## src/rtl/assert_macros.svh

```systemverilog
// Assertion macros used by the RTL core of the bit packer.
`ifndef ASSERT_MACROS_SVH
`define ASSERT_MACROS_SVH
`ifndef SYNTHESIS
`define HCBP_ASSERT(lbl, clk, rst, prop) \
  lbl: assert property (@(posedge clk) disable iff (rst) (prop)) \
    else $error("hcbp assertion failed");
`define HCBP_NEVER(lbl, clk, rst, expr) \
  lbl: assert property (@(posedge clk) disable iff (rst) !(expr)) \
    else $error("hcbp forbidden condition seen");
`else
`define HCBP_ASSERT(lbl, clk, rst, prop)
`define HCBP_NEVER(lbl, clk, rst, expr)
`endif
`endif

```

## src/rtl/hcbp_pkg.sv

```systemverilog
// Types and constants of the Huffman code bit packer.
`default_nettype none
package hcbp_pkg;

  localparam int NumSymbolsDef = 128;
  localparam int MaxCodeLenDef = 31;

  localparam int CodeW  = 31;
  localparam int LenW   = 5;
  localparam int SymW   = 7;
  localparam int AccW   = 7;
  localparam int CntW   = 3;
  localparam int ByteW  = 8;
  localparam int WorkW  = AccW + CodeW;
  localparam int TotalW = 6;

  // Request command codes
  localparam logic CMD_LOAD   = 1'b0;
  localparam logic CMD_ENCODE = 1'b1;

  // Table entry: code left-aligned in the word, plus its length
  typedef struct packed {
    logic [CodeW-1:0] code_left;
    logic [LenW-1:0]  len;
  } entry_t;

  // One encode job handed from front to back
  typedef struct packed {
    entry_t entry;
    logic   is_end;
  } job_t;

  // Queue fill status
  typedef struct packed {
    logic full;
    logic empty;
  } q_status_t;

  // Pending bits kept between jobs
  typedef struct packed {
    logic [AccW-1:0] acc;
    logic [CntW-1:0] count;
  } pend_t;

  typedef enum logic {
    ST_IDLE,
    ST_RUN
  } back_state_t;

endpackage
`default_nettype wire

```

## src/rtl/hcbp_front.sv

```systemverilog
// Front end: accepts requests, owns the code table, issues encode jobs.
`default_nettype none
module hcbp_front #(
  parameter int NUM_SYMBOLS  = hcbp_pkg::NumSymbolsDef,
  parameter int MAX_CODE_LEN = hcbp_pkg::MaxCodeLenDef
) (
  input  wire                          clk,
  input  wire                          rst,
  input  wire                          in_valid,
  output logic                         in_ready,
  input  wire                          cmd,
  input  wire  [hcbp_pkg::SymW-1:0]    symbol,
  input  wire  [hcbp_pkg::CodeW-1:0]   code_value,
  input  wire  [hcbp_pkg::LenW-1:0]    code_length,
  output logic                         push_valid,
  output hcbp_pkg::job_t               push_job,
  input  wire  hcbp_pkg::q_status_t    q_status
);

  localparam int IdxW = (NUM_SYMBOLS > 1) ? $clog2(NUM_SYMBOLS) : 1;

  hcbp_pkg::entry_t            mem [NUM_SYMBOLS];
  logic [NUM_SYMBOLS-1:0]      loaded;
  hcbp_pkg::entry_t            rd_entry;
  logic                        rd_hit;
  logic                        rd_end;
  logic                        s1_valid;

  logic                        in_fire;
  logic                        in_range;
  logic [IdxW-1:0]             idx;
  logic [hcbp_pkg::LenW-1:0]   len_sat;
  logic [hcbp_pkg::LenW-1:0]   left_shift;
  hcbp_pkg::entry_t            wr_entry;

  // Accept while the read stage is empty or drains this cycle
  assign in_ready = !s1_valid || !q_status.full;
  assign in_fire  = in_valid && in_ready;
  assign in_range = int'(symbol) < NUM_SYMBOLS;
  assign idx      = IdxW'(symbol);

  // Saturate length, left-align code; bits above the length shift out
  always_comb begin
    if (int'(code_length) > MAX_CODE_LEN) begin
      len_sat = hcbp_pkg::LenW'(MAX_CODE_LEN);
    end else begin
      len_sat = code_length;
    end
    left_shift         = hcbp_pkg::LenW'(hcbp_pkg::CodeW) - len_sat;
    wr_entry.code_left = code_value << left_shift;
    wr_entry.len       = len_sat;
  end

  // Write the table on loads
  always_ff @(posedge clk) begin
    if (in_fire && cmd == hcbp_pkg::CMD_LOAD && in_range) begin
      mem[idx] <= wr_entry;
    end
  end

  // Track which entries hold a code
  always_ff @(posedge clk) begin
    if (rst) begin
      loaded <= '0;
    end else if (in_fire && cmd == hcbp_pkg::CMD_LOAD && in_range) begin
      loaded[idx] <= 1'b1;
    end
  end

  // Read the table for encodes
  always_ff @(posedge clk) begin
    if (in_fire && cmd == hcbp_pkg::CMD_ENCODE) begin
      rd_entry <= mem[idx];
      rd_hit   <= loaded[idx] && in_range;
      rd_end   <= (symbol == '0);
    end
  end

  // Hold the read stage until the queue takes it
  always_ff @(posedge clk) begin
    if (rst) begin
      s1_valid <= 1'b0;
    end else if (in_fire && cmd == hcbp_pkg::CMD_ENCODE) begin
      s1_valid <= 1'b1;
    end else if (!q_status.full) begin
      s1_valid <= 1'b0;
    end
  end

  // Unloaded or out-of-range entries carry no bits
  assign push_valid      = s1_valid;
  assign push_job.entry  = rd_hit ? rd_entry : '0;
  assign push_job.is_end = rd_end;

endmodule
`default_nettype wire

```

## src/rtl/hcbp_queue.sv

```systemverilog
// Two-entry job queue between front and back.
`default_nettype none
module hcbp_queue (
  input  wire                         clk,
  input  wire                         rst,
  input  wire                         push,
  input  wire  hcbp_pkg::job_t        push_job,
  input  wire                         pop,
  output hcbp_pkg::job_t              head,
  output hcbp_pkg::q_status_t         status
);

  hcbp_pkg::job_t slots [2];
  logic           wr_ptr;
  logic           rd_ptr;
  logic [1:0]     count;
  logic           do_push;
  logic           do_pop;

  assign status.full  = (count == 2'd2);
  assign status.empty = (count == 2'd0);
  assign do_push      = push && !status.full;
  assign do_pop       = pop && !status.empty;
  assign head         = slots[rd_ptr];

  // Store pushed jobs
  always_ff @(posedge clk) begin
    if (do_push) begin
      slots[wr_ptr] <= push_job;
    end
  end

  // Advance pointers and count
  always_ff @(posedge clk) begin
    if (rst) begin
      wr_ptr <= 1'b0;
      rd_ptr <= 1'b0;
      count  <= 2'd0;
    end else begin
      if (do_push) begin
        wr_ptr <= !wr_ptr;
      end
      if (do_pop) begin
        rd_ptr <= !rd_ptr;
      end
      if (do_push && !do_pop) begin
        count <= count + 2'd1;
      end else if (do_pop && !do_push) begin
        count <= count - 2'd1;
      end
    end
  end

endmodule
`default_nettype wire

```

## src/rtl/hcbp_back.sv

```systemverilog
// Back end: packs code bits MSB first and emits bytes through an output register.
`default_nettype none
module hcbp_back (
  input  wire                           clk,
  input  wire                           rst,
  input  wire  hcbp_pkg::job_t          head,
  input  wire  hcbp_pkg::q_status_t     q_status,
  output logic                          pop,
  output logic                          out_valid,
  input  wire                           out_ready,
  output logic [hcbp_pkg::ByteW-1:0]    out_byte,
  output logic                          final_of_stream,
  output logic                          last,
  output hcbp_pkg::pend_t               pend
);

  hcbp_pkg::back_state_t            state, state_next;
  logic [hcbp_pkg::WorkW-1:0]       wbuf, wbuf_next;
  logic [hcbp_pkg::TotalW-1:0]      total, total_next;
  logic                             is_end, is_end_next;
  hcbp_pkg::pend_t                  pend_next;
  logic                             out_valid_next;
  logic [hcbp_pkg::ByteW-1:0]       out_byte_next;
  logic                             final_next;
  logic                             last_next;

  // State, pending bits and output valid
  always_ff @(posedge clk) begin
    if (rst) begin
      state     <= hcbp_pkg::ST_IDLE;
      pend      <= '0;
      out_valid <= 1'b0;
    end else begin
      state     <= state_next;
      pend      <= pend_next;
      out_valid <= out_valid_next;
    end
  end

  // Working data and output payload
  always_ff @(posedge clk) begin
    wbuf            <= wbuf_next;
    total           <= total_next;
    is_end          <= is_end_next;
    out_byte        <= out_byte_next;
    final_of_stream <= final_next;
    last            <= last_next;
  end

  // Load a job, emit one byte per cycle while the output is free, then store leftover bits
  always_comb begin
    logic                        out_free;
    logic                        emit_full;
    logic                        emit_pad;
    logic [hcbp_pkg::TotalW-1:0] rem;

    out_free  = !out_valid || out_ready;
    emit_full = total >= hcbp_pkg::TotalW'(hcbp_pkg::ByteW);
    emit_pad  = is_end && (total != '0) && !emit_full;
    rem       = total - hcbp_pkg::TotalW'(hcbp_pkg::ByteW);

    state_next     = state;
    wbuf_next      = wbuf;
    total_next     = total;
    is_end_next    = is_end;
    pend_next      = pend;
    pop            = 1'b0;
    out_valid_next = out_valid && !out_ready;
    out_byte_next  = out_byte;
    final_next     = final_of_stream;
    last_next      = last;

    unique case (state)
      hcbp_pkg::ST_IDLE: begin
        if (!q_status.empty) begin
          pop         = 1'b1;
          wbuf_next   = {pend.acc, {hcbp_pkg::CodeW{1'b0}}}
                      | ({head.entry.code_left, {hcbp_pkg::AccW{1'b0}}} >> pend.count);
          total_next  = hcbp_pkg::TotalW'(pend.count)
                      + hcbp_pkg::TotalW'(head.entry.len);
          is_end_next = head.is_end;
          state_next  = hcbp_pkg::ST_RUN;
        end
      end
      hcbp_pkg::ST_RUN: begin
        if (emit_full || emit_pad) begin
          if (out_free) begin
            out_valid_next = 1'b1;
            out_byte_next  = wbuf[hcbp_pkg::WorkW-1 -: hcbp_pkg::ByteW];
            wbuf_next      = wbuf << hcbp_pkg::ByteW;
            if (emit_full) begin
              total_next = rem;
              final_next = is_end && (rem == '0);
              last_next  = (rem < hcbp_pkg::TotalW'(hcbp_pkg::ByteW))
                         && !(is_end && rem != '0);
            end else begin
              total_next = '0;
              final_next = 1'b1;
              last_next  = 1'b1;
            end
          end
        end else begin
          // Keep leftover bits; the end marker clears them
          if (is_end) begin
            pend_next = '0;
          end else begin
            pend_next.acc   = wbuf[hcbp_pkg::WorkW-1 -: hcbp_pkg::AccW];
            pend_next.count = total[hcbp_pkg::CntW-1:0];
          end
          state_next = hcbp_pkg::ST_IDLE;
        end
      end
      default: begin
        state_next = hcbp_pkg::ST_IDLE;
      end
    endcase
  end

endmodule
`default_nettype wire

```

## src/rtl/huffman_code_bit_packer_core.sv

```systemverilog
// Huffman code bit packer: 128-entry code table, MSB-first packing, byte output.
// Load requests write the table on acceptance; an encode request passes the read stage
// and the job queue to the back end, which then emits B bytes, B = 0..5.
// Throughput is set by the packing engine, which handles one encode at a time.
// Reset (rst, synchronous) marks all table entries unloaded and clears pending bits.
`default_nettype none
`include "assert_macros.svh"
module huffman_code_bit_packer_core #(
  parameter int NUM_SYMBOLS  = hcbp_pkg::NumSymbolsDef,
  parameter int MAX_CODE_LEN = hcbp_pkg::MaxCodeLenDef
) (
  input  wire                          clk,
  input  wire                          rst,
  input  wire                          in_valid,
  output logic                         in_ready,
  input  wire                          cmd,
  input  wire  [hcbp_pkg::SymW-1:0]    symbol,
  input  wire  [hcbp_pkg::CodeW-1:0]   code_value,
  input  wire  [hcbp_pkg::LenW-1:0]    code_length,
  output logic                         out_valid,
  input  wire                          out_ready,
  output logic [hcbp_pkg::ByteW-1:0]   out_byte,
  output logic                         final_of_stream,
  output logic                         last
);

  logic                  push_valid;
  hcbp_pkg::job_t        push_job;
  hcbp_pkg::job_t        head;
  hcbp_pkg::q_status_t   q_status;
  logic                  pop;
  hcbp_pkg::pend_t       pend;

  hcbp_front #(
    .NUM_SYMBOLS  (NUM_SYMBOLS),
    .MAX_CODE_LEN (MAX_CODE_LEN)
  ) u_front (
    .clk         (clk),
    .rst         (rst),
    .in_valid    (in_valid),
    .in_ready    (in_ready),
    .cmd         (cmd),
    .symbol      (symbol),
    .code_value  (code_value),
    .code_length (code_length),
    .push_valid  (push_valid),
    .push_job    (push_job),
    .q_status    (q_status)
  );

  hcbp_queue u_queue (
    .clk      (clk),
    .rst      (rst),
    .push     (push_valid),
    .push_job (push_job),
    .pop      (pop),
    .head     (head),
    .status   (q_status)
  );

  hcbp_back u_back (
    .clk             (clk),
    .rst             (rst),
    .head            (head),
    .q_status        (q_status),
    .pop             (pop),
    .out_valid       (out_valid),
    .out_ready       (out_ready),
    .out_byte        (out_byte),
    .final_of_stream (final_of_stream),
    .last            (last),
    .pend            (pend)
  );

  // A stream-final byte always closes its request
  `HCBP_ASSERT(a_final_is_last, clk, rst, (out_valid && final_of_stream) |-> last)
  // Queue status never reads full and empty together
  `HCBP_NEVER(a_queue_status, clk, rst, q_status.full && q_status.empty)
  // Pending bits below the valid count stay zero
  `HCBP_ASSERT(a_pend_clean, clk, rst, ((pend.acc << pend.count) == '0))
  // A pop only happens on a non-empty queue
  `HCBP_NEVER(a_pop_empty, clk, rst, pop && q_status.empty)

endmodule
`default_nettype wire

```

## config.mk

```make
export PLATFORM = sky130hd
export DESIGN_NAME = huffman_code_bit_packer_core
export DESIGN_NICKNAME = d
export VERILOG_FILES = /design/src/rtl/hcbp_pkg.sv /design/src/rtl/hcbp_front.sv /design/src/rtl/hcbp_queue.sv /design/src/rtl/hcbp_back.sv /design/src/rtl/huffman_code_bit_packer_core.sv
export VERILOG_INCLUDE_DIRS = /design/src /design/src/rtl
export SDC_FILE = /design/constraint.sdc
export NUM_CORES = 2
export LEC_CHECK = 0
export ABC_AREA = 0
export BUFFER_PORTS_ARGS = -buffer_cell sky130_fd_sc_hd__buf_2
export CAP_MARGIN = 20
export CORE_MARGIN = 8
export CORE_UTILIZATION = 63
export CTS_BUF_LIST = sky130_fd_sc_hd__clkbuf_16
export CTS_CLUSTER_SIZE = 12
export DETAILED_ROUTE_END_ITERATION = 7
export PLACE_DENSITY = 0.85
export SKIP_CTS_REPAIR_TIMING = 1
export SLEW_MARGIN = 20
export SYNTH_ARGS = -nofsm -noshare
export SYNTH_HDL_FRONTEND = slang
export SYNTH_MEMORY_MAX_BITS = 65536
export SYNTH_SLANG_ARGS = --single-unit
```

## constraint.sdc

```tcl
create_clock -name clk -period 14 [get_ports clk]
set_input_delay 3.5 -clock clk [delete_from_list [all_inputs] [get_ports clk]]
set_output_delay 3.5 -clock clk [all_outputs]
set_load 0.02 [all_outputs]
```

Word-level counts from Yosys, hierarchy flattened. Memory sizes are Yosys's and may differ from the RTL's. A register that Yosys moved wholly into a read port is not among the register bits. Index checks and enable logic that the tools add are counted. Widths: inputs -> output; s select.

Add/sub/neg operators: 5. $lt $le $gt $ge: 4. Equal/unequal tests: 5. Shifts and indexed selects: 2. Multiplexer cells: 32. Bitwise operators: 6. Reductions and logical operators: 38.

Operator list (count): $or 128x128->128 (1); $mux 38 (3); $pmux 38 s2 (1); $or 38x38->38 (1); $shr 38x3->38 (1); $mux 36 (1); $shl 31x5->31 (1); $mux 6 (4); $mux 1 (16); $logic_and 1x1->1 (14); $pmux 6 s2 (1); $reduce_bool 6->1 (2); $logic_not 1->1 (11); $mux 10 (1); $lt 7x8->1 const B (1); $ne 2x2->1 const B (4); $bmux 1 s7 (1); $demux 1 s7 (1); $ge 7x1->1 const B (1); $logic_not 7->1 (1); $add 3x5->6 (1); $ge 6x4->1 const B (1); $logic_not 6->1 (1); $lt 6x4->1 const B (1); 13 further kinds (21).

Bits in registers: 202. Bits in writable memories: 4682. Input port bits: 48. Output and inout port bits: 12. Word-level logic and storage cells: 111. Memories: 2.

Memories: u_front.mem (depth 128, width 36, read ports 1, clocked after Yosys merged registers in 1, write ports 1, line hcbp_front.sv:22) `hcbp_pkg::entry_t mem [NUM_SYMBOLS];`; u_queue.slots (depth 2, width 37, read ports 1, clocked after Yosys merged registers in 1, write ports 1, line hcbp_queue.sv:13) `hcbp_pkg::job_t slots [2];`.

Depth between registers and ports, before layout.
Word-level depth: 7. Gate-level depth with buffers: 10. Depth with buffers taken out: 7.

By module. A second synthesis with hierarchy kept.

Cells, all modules: 10852. Area total of the unflattened synthesis: 189310.3 sq um.

Modules (own cells, without submodules): hcbp_front (instances 1, cells an instance 10347, area each 182528.8 sq um, sequential area each 142096.3 sq um); hcbp_back (instances 1, cells an instance 365, area each 3897.5 sq um, sequential area each 1891.8 sq um); hcbp_queue (instances 1, cells an instance 140, area each 2884.0 sq um, sequential area each 2322.2 sq um).

Worst setup path before layout. Ideal clock, no wire load.

Path type: input to register. Start: in code_length[0] in the netlist's numbering. End: mem u_front.mem[0][25] in the netlist's numbering (data pin). Setup time: 1.239 ns. Data arrival time: 10.301 ns. Data required time: 12.761 ns. Setup slack: 2.460 ns. Cell stages on the path: 6. Buffers on the path: 2. Cells stage by stage: clkbuf_1 > buf_1 > mux4_2 > nor2b_1 > a211oi_1 > o32ai_1.

RTL lines: from (decl) (line huffman_code_bit_packer_core.sv:19) `input wire [hcbp_pkg::LenW-1:0] code_length,`; to (decl) (line hcbp_front.sv:22).

==> run metrics <==
status=completed; worst skew pair latency=1.05 ns; synthesized area=189700 sq um; Post-Route WL=648.1 mm; register area share after synthesis=77.11%; largest net degree at the start of global routing=166; asr flop ratio synth=0%; Max Clock Freq=0.1240 GHz; layout cells sized above 1=32.51%; CP delay by family, top=buffers and inverters; Tightest Pin Transition=1.337 ns; top_reg_cell synth=edfxtp_1; Setup Skew=0.06351 ns; via/cell ratio=8.446; Final Hold Fails=0; critical path type=in -> reg; number of DRC markers in iteration 0=24540; CTS Buffer Depth=4; period utilization=57.58%; initial core utilization=63.29%; DP Wirelength=315.9 mm; leading cell type in the layout, fill and taps excluded=edfxtp_1; Startpoint Class=input pin; CTS tree=built; YS warnings=0; vias in the first global route=101200; Clock transition at path regs=0.07 ns; Post-Synthesis Cells=7865; most frequent cells in the layout=edfxtp_1 (4775), mux4_2 (1621), clkbuf_16 (477), buf_4 (244), nor2_1 (155); static leakage=65.67 nW; Critical Path Max Stage Delay=0.93 ns; GP Congestion=0.8504; # setup viols final=0; GR met2 Demand/Resource=60.58%; Die X=564.8 um; setup_tns=0 ns; Period minus WS final=8.062 ns; clk sinks=4921; initial antenna violation count=101; via count=105000; Tot Pwr=30.84 mW; HP Class=reg -> reg; Num CTS Buffers=469; worst-path fanout max=68; WP data required=14.76 ns; Clock Tree Root=clkbuf_16; gr usage total=40.49%; # port buffers=59; maxcap violations=0; Avg WL per Cell=52.14 um; DIE AREA=319000 sq um; final hold slack=0.4622 ns; CP max stage cell=buf_4; Core Region=299800 sq um; Synth Register Bits=4921; syn_nets=7920; met1 Use GR=49.41%; Synth cell types=51; EDFF count, synth=4775; RSZ-0062 raised after global routing=false; Nets=8239; met3 Use GR=16.02%; H-tree levels=5; Worst Path Buf+Inv=4; relative slew slack=10.84%; crit path cell chain=buf_8 > buf_4 > buf_4 > buf_4 > mux4_2 > mux4_2 > mux4_2 > mux2_2; drt drc=0; Die Y=564.8 um; Layout area overhead=10.71%; final slew viol count=0; I/O pin count=60; CP endpoint kind=flop; Arr. time, crit path=8.82 ns; drt first pass iters=8; ANT nets after route=0; most used routing layer=met2; R2R Setup Slk=9.69 ns; PwrDens=146.8 nW/um^2; row count=201; GRT overflow=0; syn_area_per_cell=24.12 sq um; first-pass GRT wire length=878.5 mm; fill cell count=15090; maximum VDD drop=0.1168 mV
[flip-flops by register name, summed over array words and instances (netlist names), 2 cells and up, named ones only]
name,cells
u_back.out_byte,8
u_back.pend,10
u_back.total,6
u_back.wbuf,38
u_front.loaded,128
u_front.mem,4608
u_front.rd_entry,36
u_queue.count,2
u_queue.slots,74
[path summary, 6_finish.rpt]
path,from,endpoint,cells past startpoint
worst min-delay path,u_back.pend[8],u_back.pend[8],2
worst max-delay path,symbol[1],u_front.rd_entry[9],8
worst min register to register,u_back.pend[8],u_back.pend[8],2
worst max register to register,u_queue.count[0],u_front.mem[122][1],7
[metal layers]
layer | wire, um | part of all wire, %
met1 | 182700 | 28
met2 | 291800 | 45
met3 | 113900 | 18
met4 | 58820 | 9.1
met5 | 861 | 0.13
[through the flow]
step | setup slack [ns] | std cells | util [%] | cell area (sq um)
detailed placement | 5.306 | 11670 | 65.58 | 196600
floorplan | 2.460 | 7865 | - | 189700
global route | 6.067 | 12390 | 70.03 | 209900
global placement | 5.484 | 11670 | 65.58 | 196600
CTS | 6.264 | 12360 | 69.97 | 209700
finish | 5.938 | 12430 | 70.07 | 210100
[power by group]
part | internal (mW) | switching, mW | total [mW]
Sequential | 16.5 | 0.116 | 16.6
Clock | 6.09 | 5.84 | 11.9
Combinational | 0.743 | 1.54 | 2.28
[area by class of cell]
cell class                      instances  area [sq um]  share of cell area, %
Multi-Input combinational cell       2457         42820                  20.39
Sequential cell                      4921        146300                  69.66
Timing Repair Buffer                  323          2621                  1.248
Inverter                               12         45.04                0.02144
Tap cell                             3958          4952                  2.358
Antenna cell                           67         167.7                0.07982
Clock inverter                        216          1195                 0.5689
Clock buffer                          477         11940                  5.683
[worst min-delay path: stages (launching register included)]
cell     delay [ns]
dfxtp_1        0.31
nand2_1        0.05
a21oi_1        0.05
[synth_stat cells, drive strengths merged, types with 4 or more instances]
cell / number / area share (%)
a211oi: 6 / 0.024
a21oi: 25 / 0.066
a22oi: 4 / 0.016
a31oi: 130 / 0.43
and2: 47 / 0.15
and3: 6 / 0.020
buf: 166 / 0.40
clkbuf: 309 / 0.61
dfxtp: 146 / 1.5
edfxtp: 4775 / 76
ha: 6 / 0.040
inv: 10 / 0.020
mux2: 81 / 0.48
mux2i: 41 / 0.22
mux4: 1621 / 19
nand2: 75 / 0.15
nand2b: 8 / 0.026
nor2: 295 / 0.58
nor2b: 15 / 0.049
nor3: 6 / 0.016
nor4b: 4 / 0.022
o21ai: 34 / 0.090
o32ai: 4 / 0.018
or3: 4 / 0.013
or3b: 10 / 0.046
xor2: 4 / 0.018
[cells by family (layout without fill, tap and decap cells)]
kind of cell	count (synthesis)	in the layout	synth area share (%)
flip-flops	4921	4921	77.11
multiplexers	1743	1743	19.94
buffers and inverters	487	1028	1.037
AND/OR/NAND/NOR	479	479	1.112
AO/OA/AOI/OAI	221	221	0.7181
adder cells (fa/ha/maj)	7	7	0.05012
XOR/XNOR	7	7	0.03231
other	0	67	0
No activity file was read; power rests on OpenSTA's default activity.
